## src/rtl/core/smru_pkg.sv

```systemverilog
// ----------------------------------------------------------------------------
// smru_pkg
// Shared types and constants for the sorted rowid merge union block.
// ----------------------------------------------------------------------------
package smru_pkg;

    localparam int STREAMS_DEF    = 8;
    localparam int ROWID_BITS_DEF = 64;

    localparam int KIND_W      = 2;
    localparam int STREAM_ID_W = 3;
    localparam int ROW_ID_W    = 64;

    localparam int S_IDX_LSB = 0;
    localparam int S_ROW_LSB = S_IDX_LSB + STREAM_ID_W;
    localparam int S_EXH_BIT = S_ROW_LSB + ROW_ID_W;
    localparam int S_TDATA_W = ((S_EXH_BIT + 1 + 7) / 8) * 8;

    localparam int M_ROW_LSB = 0;
    localparam int M_SRC_LSB = M_ROW_LSB + ROW_ID_W;
    localparam int M_DUP_BIT = M_SRC_LSB + STREAM_ID_W;
    localparam int M_TDATA_W = ((M_DUP_BIT + 1 + 7) / 8) * 8;

    typedef enum logic [KIND_W-1:0] {
        KIND_CLEAR = 2'd0,
        KIND_LOAD  = 2'd1,
        KIND_POP   = 2'd2
    } kind_t;

    // Broadcast to every cell of the chain.
    typedef struct packed {
        logic                   clear;
        logic                   load;
        logic                   exhausted;
        logic [STREAM_ID_W-1:0] stream_index;
        logic                   consume;
    } cell_ctl_t;

endpackage

```

## src/rtl/core/sorted_rowid_merge_union_top.sv

```systemverilog
// ----------------------------------------------------------------------------
// sorted_rowid_merge_union_top
// Merges up to STREAMS ascending rowid streams into one ascending union.
// ----------------------------------------------------------------------------
// Clear and load words act on the head cells directly. A pop word occupies the
// block while the smallest head is found by a search that
// moves one cell per cycle down the chain of STREAMS head cells, and the
// result is then held in the output register until it is taken. A word of any
// kind is accepted only while that register is free or being taken. Each
// result flags duplicates of the previous rowid and reports end of union on
// m_tuser.
module sorted_rowid_merge_union_top #(
    parameter int STREAMS    = smru_pkg::STREAMS_DEF,
    parameter int ROWID_BITS = smru_pkg::ROWID_BITS_DEF
) (
    input  logic                           aclk,
    input  logic                           aresetn,
    input  logic                           s_tvalid,
    output logic                           s_tready,
    // stream_index, row_id, exhausted, zero padding
    input  logic [smru_pkg::S_TDATA_W-1:0] s_tdata,
    // kind
    input  logic [smru_pkg::KIND_W-1:0]    s_tuser,
    output logic                           m_tvalid,
    input  logic                           m_tready,
    // merged_row_id, source_stream, is_duplicate, zero padding
    output logic [smru_pkg::M_TDATA_W-1:0] m_tdata,
    // all_empty
    output logic                           m_tuser
);

    localparam int IDX_W = $clog2(STREAMS);

    typedef enum logic [1:0] {
        ST_IDLE = 2'b01,
        ST_SCAN = 2'b10
    } state_t;

    state_t                  state_reg, state_next;
    logic [IDX_W-1:0]        cnt_reg, cnt_next;
    logic [ROWID_BITS-1:0]   last_reg;
    logic                    have_last_reg;
    logic                    m_valid_reg;
    logic [smru_pkg::ROW_ID_W-1:0]    row_reg;
    logic [smru_pkg::STREAM_ID_W-1:0] src_reg;
    logic                    dup_reg;
    logic                    empty_reg;

    smru_pkg::cell_ctl_t     ctl;
    smru_pkg::kind_t         kind;
    logic                    accept;
    logic                    finish;
    logic                    min_found;
    logic [IDX_W-1:0]        min_idx;
    logic [ROWID_BITS-1:0]   min_val;

    assign kind     = smru_pkg::kind_t'(s_tuser);
    assign s_tready = (state_reg == ST_IDLE) && (!m_valid_reg || m_tready);
    assign accept   = s_tvalid && s_tready;
    assign finish   = (state_reg == ST_SCAN) && (cnt_reg == '0);

    always_comb begin
        ctl              = '0;
        ctl.exhausted    = s_tdata[smru_pkg::S_EXH_BIT];
        ctl.stream_index = s_tdata[smru_pkg::S_IDX_LSB +: smru_pkg::STREAM_ID_W];
        ctl.consume      = finish && min_found;
        if (accept) begin
            case (kind)
                smru_pkg::KIND_CLEAR: begin
                    ctl.clear = 1'b1;
                end
                smru_pkg::KIND_LOAD: begin
                    ctl.load = 1'b1;
                end
                default: begin
                end
            endcase
        end
    end

    always_comb begin
        state_next = state_reg;
        cnt_next   = cnt_reg;
        case (state_reg)
            ST_IDLE: begin
                if (accept && (kind == smru_pkg::KIND_POP)) begin
                    state_next = ST_SCAN;
                    cnt_next   = IDX_W'(STREAMS - 1);
                end
            end
            ST_SCAN: begin
                if (cnt_reg == '0) begin
                    state_next = ST_IDLE;
                end else begin
                    cnt_next = cnt_reg - 1'b1;
                end
            end
            default: begin
                state_next = ST_IDLE;
            end
        endcase
    end

    smru_chain #(
        .STREAMS    (STREAMS),
        .ROWID_BITS (ROWID_BITS),
        .IDX_W      (IDX_W)
    ) u_chain (
        .aclk        (aclk),
        .aresetn     (aresetn),
        .ctl         (ctl),
        .load_row    (s_tdata[smru_pkg::S_ROW_LSB +: ROWID_BITS]),
        .consume_idx (min_idx),
        .min_found   (min_found),
        .min_idx     (min_idx),
        .min_val     (min_val)
    );

    always_ff @(posedge aclk) begin
        if (!aresetn) begin
            state_reg     <= ST_IDLE;
            cnt_reg       <= '0;
            have_last_reg <= 1'b0;
            m_valid_reg   <= 1'b0;
        end else begin
            state_reg <= state_next;
            cnt_reg   <= cnt_next;
            if (ctl.clear) begin
                have_last_reg <= 1'b0;
            end else if (ctl.consume) begin
                have_last_reg <= 1'b1;
            end
            if (finish) begin
                m_valid_reg <= 1'b1;
            end else if (m_tready) begin
                m_valid_reg <= 1'b0;
            end
        end
    end

    always_ff @(posedge aclk) begin
        if (ctl.consume) begin
            last_reg <= min_val;
        end
        if (finish) begin
            row_reg   <= min_found ? smru_pkg::ROW_ID_W'(min_val) : '0;
            src_reg   <= min_found ? smru_pkg::STREAM_ID_W'(min_idx) : '0;
            dup_reg   <= min_found && have_last_reg && (min_val == last_reg);
            empty_reg <= !min_found;
        end
    end

    always_comb begin
        m_tdata = '0;
        m_tdata[smru_pkg::M_ROW_LSB +: smru_pkg::ROW_ID_W]    = row_reg;
        m_tdata[smru_pkg::M_SRC_LSB +: smru_pkg::STREAM_ID_W] = src_reg;
        m_tdata[smru_pkg::M_DUP_BIT]                          = dup_reg;
    end

    assign m_tvalid = m_valid_reg;
    assign m_tuser  = empty_reg;

endmodule

```

## src/rtl/core/smru_cell.sv

```systemverilog
// ----------------------------------------------------------------------------
// smru_cell
// One stream head with its valid mark, plus one stage of the minimum search
// that passes the smallest head seen so far to the next cell.
// ----------------------------------------------------------------------------
module smru_cell #(
    parameter int ROWID_BITS = smru_pkg::ROWID_BITS_DEF,
    parameter int IDX_W      = 3,
    parameter int CELL_IDX   = 0
) (
    input  logic                  aclk,
    input  logic                  aresetn,
    input  smru_pkg::cell_ctl_t   ctl,
    input  logic [ROWID_BITS-1:0] load_row,
    input  logic [IDX_W-1:0]      consume_idx,
    input  logic                  found_in,
    input  logic [IDX_W-1:0]      idx_in,
    input  logic [ROWID_BITS-1:0] val_in,
    output logic                  found_out,
    output logic [IDX_W-1:0]      idx_out,
    output logic [ROWID_BITS-1:0] val_out
);

    logic [ROWID_BITS-1:0] head_reg;
    logic                  valid_reg;
    logic                  found_reg;
    logic [IDX_W-1:0]      idx_reg;
    logic [ROWID_BITS-1:0] val_reg;
    logic                  load_hit;
    logic                  consume_hit;
    logic                  take;

    assign load_hit    = ctl.load && (int'(ctl.stream_index) == CELL_IDX);
    assign consume_hit = ctl.consume && (consume_idx == IDX_W'(CELL_IDX));
    assign take        = valid_reg && (!found_in || (head_reg < val_in));

    always_ff @(posedge aclk) begin
        if (!aresetn) begin
            valid_reg <= 1'b0;
            found_reg <= 1'b0;
        end else begin
            if (ctl.clear || consume_hit) begin
                valid_reg <= 1'b0;
            end else if (load_hit) begin
                valid_reg <= !ctl.exhausted;
            end
            found_reg <= found_in || valid_reg;
        end
    end

    always_ff @(posedge aclk) begin
        if (load_hit && !ctl.exhausted) begin
            head_reg <= load_row;
        end
        if (take) begin
            idx_reg <= IDX_W'(CELL_IDX);
            val_reg <= head_reg;
        end else begin
            idx_reg <= idx_in;
            val_reg <= val_in;
        end
    end

    assign found_out = found_reg;
    assign idx_out   = idx_reg;
    assign val_out   = val_reg;

endmodule

```

## src/rtl/core/smru_chain.sv

```systemverilog
// ----------------------------------------------------------------------------
// smru_chain
// The row of head cells. The search result leaves the last cell and is
// settled once it has passed each cell's register after the heads stop changing.
// ----------------------------------------------------------------------------
module smru_chain #(
    parameter int STREAMS    = smru_pkg::STREAMS_DEF,
    parameter int ROWID_BITS = smru_pkg::ROWID_BITS_DEF,
    parameter int IDX_W      = $clog2(STREAMS)
) (
    input  logic                  aclk,
    input  logic                  aresetn,
    input  smru_pkg::cell_ctl_t   ctl,
    input  logic [ROWID_BITS-1:0] load_row,
    input  logic [IDX_W-1:0]      consume_idx,
    output logic                  min_found,
    output logic [IDX_W-1:0]      min_idx,
    output logic [ROWID_BITS-1:0] min_val
);

    logic                  found_w [STREAMS+1];
    logic [IDX_W-1:0]      idx_w   [STREAMS+1];
    logic [ROWID_BITS-1:0] val_w   [STREAMS+1];

    assign found_w[0] = 1'b0;
    assign idx_w[0]   = '0;
    assign val_w[0]   = '0;

    for (genvar i = 0; i < STREAMS; i++) begin : g_cell
        smru_cell #(
            .ROWID_BITS (ROWID_BITS),
            .IDX_W      (IDX_W),
            .CELL_IDX   (i)
        ) u_cell (
            .aclk        (aclk),
            .aresetn     (aresetn),
            .ctl         (ctl),
            .load_row    (load_row),
            .consume_idx (consume_idx),
            .found_in    (found_w[i]),
            .idx_in      (idx_w[i]),
            .val_in      (val_w[i]),
            .found_out   (found_w[i+1]),
            .idx_out     (idx_w[i+1]),
            .val_out     (val_w[i+1])
        );
    end

    assign min_found = found_w[STREAMS];
    assign min_idx   = idx_w[STREAMS];
    assign min_val   = val_w[STREAMS];

endmodule

```

## config.mk

```make
export PLATFORM = sky130hd
export DESIGN_NAME = sorted_rowid_merge_union_top
export DESIGN_NICKNAME = d
export VERILOG_FILES = /design/src/rtl/core/smru_pkg.sv /design/src/rtl/core/sorted_rowid_merge_union_top.sv /design/src/rtl/core/smru_cell.sv /design/src/rtl/core/smru_chain.sv
export SDC_FILE = /design/constraint.sdc
export NUM_CORES = 2
export LEC_CHECK = 0
export ABC_AREA = 1
export BUFFER_PORTS_ARGS = -buffer_cell sky130_fd_sc_hd__buf_2
export CAP_MARGIN = 20
export CORE_MARGIN = 2
export CORE_UTILIZATION = 56
export CTS_CLUSTER_DIAMETER = 50
export CTS_CLUSTER_SIZE = 28
export DETAILED_ROUTE_END_ITERATION = 10
export PLACE_DENSITY = 0.78
export SLEW_MARGIN = 30
export SYNTH_ARGS = -nofsm -noshare
export SYNTH_HDL_FRONTEND = slang
export SYNTH_SLANG_ARGS = --single-unit
```

## constraint.sdc

```tcl
create_clock -name aclk -period 9.85 [get_ports aclk]
set_clock_uncertainty 0.15 [all_clocks]
set_input_delay 0.4925 -clock aclk [delete_from_list [all_inputs] [get_ports aclk]]
set_output_delay 0.4925 -clock aclk [all_outputs]
set_load 0.005 [all_outputs]
```

; Yosys cells after proc, flatten, opt, wreduce, memory -nomap -nowiden
; Index checks and enable logic that the tools add are counted.
[totals]
reg_bits = 1201
latchBits = 0
mem_bits_rw = 0
romBits = 0
in_bits = 78
mem_count = 0
[classes]
addsub = 1
n_mul = 0
div = 0
order_cmp = 7
eq_ne = 22
shifts = 0
mux = 19
bitwise = 1
n_reduce_logical = 88
[ops]
columns = cell, count
row1 = less-than comparator 64 bit, 7
row2 = 2-to-1 mux 64 bit, 7
row3 = equality test 64 bit, 1
row4 = logical AND 1 bit, 38
row5 = "equality test 3 bit, second input constant", 8
row6 = logical OR 1 bit, 23
row7 = OR reduction 2 bit, 9
row8 = "equality test 3 x 2 -> 1 bit, second input constant", 4
row9 = logical NOT 1 bit, 10
row10 = logical NOT 3 bit, 3
row11 = "equality test 3 x 1 -> 1 bit, second input constant", 2
row12 = 2-to-1 mux 2 bit, 3
row13 = 2-to-1 mux 3 bit, 2
row14 = one-hot mux 3 bit (2 select lines), 1
row15 = 2-to-1 mux 1 bit, 5
row16 = "equality test 2 x 1 -> 1 bit, second input constant", 2
row17 = "equality test 2 bit, second input constant", 2
row18 = "inequality test 2 x 1 -> 1 bit, second input constant", 2
row19 = one-hot mux 2 bit (2 select lines), 1
row20 = nonzero test 2 bit, 2
row21 = AND reduction 3 bit, 1
row22 = "subtractor 3 x 1 -> 3 bit, second input constant", 1
row23 = logical NOT 2 bit, 1
row24 = "inequality test 2 bit, second input constant", 1
row25 = other kinds (2), 2

; Depth between registers and ports, before layout
[logic_depth]
ltp_word = 7
ltp_mapped = 20

; By module
; From an unflattened synthesis, not the netlist that was laid out.
[hier_totals]
hier_cells = 5572
hier_area_um2 = 54213.2
[by_module_without_submodules]
columns = mod, n_inst, cells_each, area_each_um2
row1 = smru_cell (u_chain.g_cell[5].u_cell ...), 2, 623, 6094.6
row2 = smru_cell (u_chain.g_cell[1].u_cell ...), 2, 623, 5987.0
row3 = smru_cell (u_chain.g_cell[3].u_cell), 1, 624, 6093.3
row4 = sorted_rowid_merge_union_top, 1, 594, 6065.8
row5 = smru_cell (u_chain.g_cell[0].u_cell), 1, 619, 5977.0
row6 = smru_cell (u_chain.g_cell[7].u_cell), 1, 622, 5959.5
row7 = smru_cell (u_chain.g_cell[4].u_cell), 1, 620, 5950.7
row8 = smru_chain, 1, 1, 3.8

; Least setup slack after synthesis
; No wires, ideal clock.
[synth_path]
kind = reg-to-reg
startpoint = reg cnt_reg[0]
endpoint = reg u_chain.g_cell[0].u_cell.valid_reg
setup_time_ps = 123
t_arrival_ps = 7013
slack_ps = 2564
stages_incl_launch_ff = 12
n_path_buf = 0
cell_sequence = dfxtp_1 inv_1 ha_1 inv_1 nor3_2 inv_1 nor2_1 inv_1 nor2_1 inv_1 nor2_1 nor3b_1
[synth_lines]
columns = element, line_no
row1 = from (decl), sorted_rowid_merge_union_top.sv:40  ; logic [IDX_W-1:0] cnt_reg, cnt_next;
row2 = from (signal assigned), sorted_rowid_merge_union_top.sv:127  ; cnt_reg <= cnt_next;
row3 = to (signal assigned), smru_cell.sv:45  ; valid_reg <= !ctl.exhausted;
row4 = to (decl), smru_cell.sv:25  ; logic valid_reg;

; Worst setup path in the final report
[layout_path]
startpoint = reg u_chain.g_cell[1].u_cell.val_reg[19]
endpoint = reg u_chain.g_cell[2].u_cell.val_reg[44]
[layout_between]
elab_chain_cells = 4
[layout_lines]
columns = element, line_no
row1 = from (decl), smru_cell.sv:28  ; logic [ROWID_BITS-1:0] val_reg;
row2 = from (signal assigned), smru_cell.sv:57  ; val_reg <= head_reg;
row3 = from (signal assigned), smru_cell.sv:60  ; val_reg <= val_in;
row4 = less-than comparator 64 bit, smru_cell.sv:35  ; assign take = valid_reg && (!found_in || (head_reg < val_in));
row5 = logical OR 1 bit, smru_cell.sv:35
row6 = logical AND 1 bit, smru_cell.sv:35
row7 = 2-to-1 mux 64 bit, smru_cell.sv:55  ; if (take) begin
row8 = to (signal assigned), smru_cell.sv:57
row9 = to (signal assigned), smru_cell.sv:60
row10 = to (decl), smru_cell.sv:28
; Every way passes these cells.
; A chain may end at the register's enable or synchronous reset.

==> results.sh <==
export IMPL_outcome="complete, no violations"
export IMPL_maxCapViolations=0
export IMPL_synth_adder_area_share_pct=10.85
export IMPL_placeableCoreArea_um2=90150
export IMPL_cts_tree="done"
export IMPL_power_density_nw_per_um2=172.2
export IMPL_design_area_um2=56640
export IMPL_synth_top_area_cell="edfxtp_1"
export IMPL_synthDistinctLibCells=47
export IMPL_initial_core_util_pct=56.67
export IMPL_min_period_ns=3.643
export IMPL_rsz0062_at_grt="no"
export IMPL_synthCells=5159
export IMPL_die_w_um=306.1
export IMPL_routedWlPerCell_um=16.45
export IMPL_overflow=0
export IMPL_critPathArrivalTime_ns=4.05
export IMPL_hp_class="in -> reg"
export IMPL_drtIter0Drc=3081
export IMPL_worst_path_max_delay_cell="buf_4"
export IMPL_max_stage_delay_ns=0.56
export IMPL_clk_latency_ns=0.70
export IMPL_cp_required_ns=10.25
export IMPL_fin_cells=6555
export IMPL_ios=153
export IMPL_synth_seq_area_share_pct=59.54
export IMPL_fin_crit_sh_pct=36.98
export IMPL_nets=5811
export IMPL_syn_area_um2=51090
export IMPL_synth_compound_area_share_pct=3.779
export IMPL_whs_ns=0.03155
export IMPL_reg2reg_depth=15
export IMPL_cts_path_max_buffers=3
export IMPL_ys_async_sr_fraction_pct=0
export IMPL_n_fill_cell=6822
export IMPL_cts_made_buffers=99
export IMPL_grt_pass1_vias=33110
export IMPL_fp_dieH_um=306.1
export IMPL_synth_most_common_cell="nand2_1"
export IMPL_placed_cell_area_um2=52730
export IMPL_ys_ff_latch=1197
export IMPL_hold_viol=0
export IMPL_grt_max_degree=69
export IMPL_slew_limit_headroom_pct=35.48
export IMPL_synthTopCellsByArea="edfxtp_1 (38%), dfxtp_1 (22%), ha_1 (11%)"
export IMPL_num_rows=110
export IMPL_synth_top_family_by_area="simple AND/OR/NAND/NOR gates"
export IMPL_timing_setup_tns_ns=0
export IMPL_syn2layout_area_growth_pct=10.86
export IMPL_vias_per_cell=5.288
export IMPL_vdd_drop_max_v=0.0001458
export IMPL_root_buffer="clkbuf_16"
export IMPL_antenna_found_initial=1
export IMPL_critical_path_endpoint_type="flop"
export IMPL_synth_simple_area_share_pct=18.30
export IMPL_holdPathStages=1
export IMPL_ant_nets=0
export IMPL_grt_pass1_wl_mm=173.6
export IMPL_cts_sinks=1197
export IMPL_drtPass1Iterations=9
export IMPL_wirelength_mm=107.8
export IMPL_synth_area_per_cell_um2=9.903
export IMPL_cp_start_kind="flop"
export IMPL_yosysWarnings=0
export IMPL_drc=0
export IMPL_setup_viol=0
export IMPL_synth_flop_cell="edfxtp_1"
export IMPL_dp_hpwl_mm=78.03
export IMPL_fmax_ghz=0.2745
export IMPL_p_leak_nw=23.74
export IMPL_die_area_um2=93670
export IMPL_crit_top_cell="nand2_1"
export IMPL_path_cells="inv_1 > ha_1 > a21oi_1 > o21ai_0 > nand2_1 > nand3_1 > a21oi_1 > nand2_1 > nand2_1 > nand2_1 > nand2_2 > buf_4 > nand2_4 > nand2_1 > nand2_1"
export IMPL_track_usage_pct=23.02
export IMPL_clk_pin_slew_worst_paths_ns=0.08
export IMPL_synth_edff_count=645
export IMPL_port_buffers=144
export IMPL_path_class="reg -> reg"
export IMPL_cp_max_fo=65
export IMPL_post_route_cells_drive_above_1_share_pct=8.220
export IMPL_place_inst=6342
export IMPL_power_mw=9.751
export IMPL_htreeDepth=3
export IMPL_gp_congestion=0.8970
export IMPL_vias=34660
export IMPL_synth_xor_area_share_pct=0.2400
export IMPL_synth_top_cells_by_count="nand2_1 (1,433), inv_1 (743), edfxtp_1 (645)"
export IMPL_drv_slew=0
export IMPL_worst_slew_pin_transition_ns=0.9678
export IMPL_synth_top_area_share_pct=37.91
export IMPL_muxShareOfSynthArea_pct=0
export IMPL_post_cts_buffers=0
logic make-up (layout without fill, tap and decap cells):
| group | after synthesis | after routing |
|---|---|---|
| xor+xnor | 14 | 14 |
| other cells | 1 | 6 |
| fa+ha+maj | 443 | 443 |
| flops | 1197 | 1197 |
| compound gates | 357 | 357 |
| simple gates | 2231 | 2231 |
| buf+inv | 916 | 1131 |
cell usage in the layout (no fill, tap or decap), types with 5 or more instances in the layout:
| master | n |
|---|---|
| a221oi_1 | 7 |
| nor3_1 | 27 |
| a22o_1 | 9 |
| edfxtp_1 | 645 |
| inv_12 | 10 |
| or2_2 | 5 |
| clkbuf_16 | 101 |
| buf_2 | 144 |
| a21oi_1 | 212 |
| clkinv_8 | 20 |
| inv_8 | 14 |
| nand3_1 | 495 |
| nand4_1 | 35 |
| nor2_1 | 162 |
| o211ai_1 | 7 |
| o22ai_1 | 15 |
| nor4_1 | 10 |
| clkinvlp_4 | 6 |
| xor2_1 | 8 |
| dfxtp_1 | 543 |
| ha_1 | 443 |
| nand2_1 | 1421 |
| dfxtp_2 | 9 |
| o21ai_0 | 86 |
| nor2_4 | 9 |
| xnor2_1 | 6 |
| nand2_2 | 48 |
| nand2_4 | 5 |
| clkinv_4 | 5 |
| dlygate4sd3_1 | 23 |
| inv_6 | 13 |
| inv_1 | 743 |
| o21a_1 | 5 |
| buf_4 | 29 |
critical path: cells and delay by family (launching register included):
family                   cells  cell delay, ns
AND/OR/NAND/NOR              9            1.39
AO/OA/AOI/OAI                3            0.51
adder cells (fa/ha/maj)      1            0.30
flip-flops                   1            0.37
buffers and inverters        2            0.64
final timing paths:
kind	to	start	slack (ns)
setup / recovery	u_chain.g_cell[2].u_cell.val_out[44]$_DFF_P_	u_chain.g_cell[1].u_cell.val_out[19]$_DFF_P_	6.21
hold / removal	u_chain.g_cell[1].u_cell.head_reg[29]$_DFFE_PP_	s_tdata[32]	0.03
setup reg to reg	u_chain.g_cell[2].u_cell.val_out[44]$_DFF_P_	u_chain.g_cell[1].u_cell.val_out[19]$_DFF_P_	6.21
hold reg to reg	u_chain.g_cell[6].u_cell.idx_out[2]$_SDFF_PP1_	u_chain.g_cell[5].u_cell.idx_out[2]$_SDFF_PP1_	0.26
what timing repair did:
action,CTS,global route
resized for setup,0,0
hold buffers,23,0
endpoints found under the hold margin,51,0
stage by stage:
step	setup slack (ns)	util (%)
after CTS	6.342	62.82
after global routing	5.979	62.83
final	6.207	62.83
after global placement	6.182	58.47
after floorplan	2.564	-
after detailed placement	6.452	58.49
area by class of cell:
cell class / count / area, µm² / share of cell area (%)
clock buffers: 107 / 2570 / 4.537
clock inverters: 81 / 1107 / 1.955
inverters: 747 / 2804 / 4.951
repair buffers: 196 / 1169 / 2.063
diodes: 2 / 5.005 / 0.008836
flip-flops and latches: 1197 / 30430 / 53.73
multi-input cells: 3049 / 17080 / 30.16
well taps: 1176 / 1471 / 2.598
report_power, final:
part           internal, mW  leakage [nW]  switching (mW)
registers              5.28          10.3          0.0292
clock network          2.17          1.76            2.07
logic                0.0637          11.7           0.142
per-layer routing:
metal	GRT usage (%)	part of all wire (%)	wire length (µm)	vias to the layer above
li1	-	-	-	17150
met1	32.57	46	49070	16070
met2	36.70	45	48250	1251
met3	2.558	6.2	6722	201
met4	8.846	3.5	3773	0
met5	0	0	0	-
No activity file was read; power rests on OpenSTA's default activity.
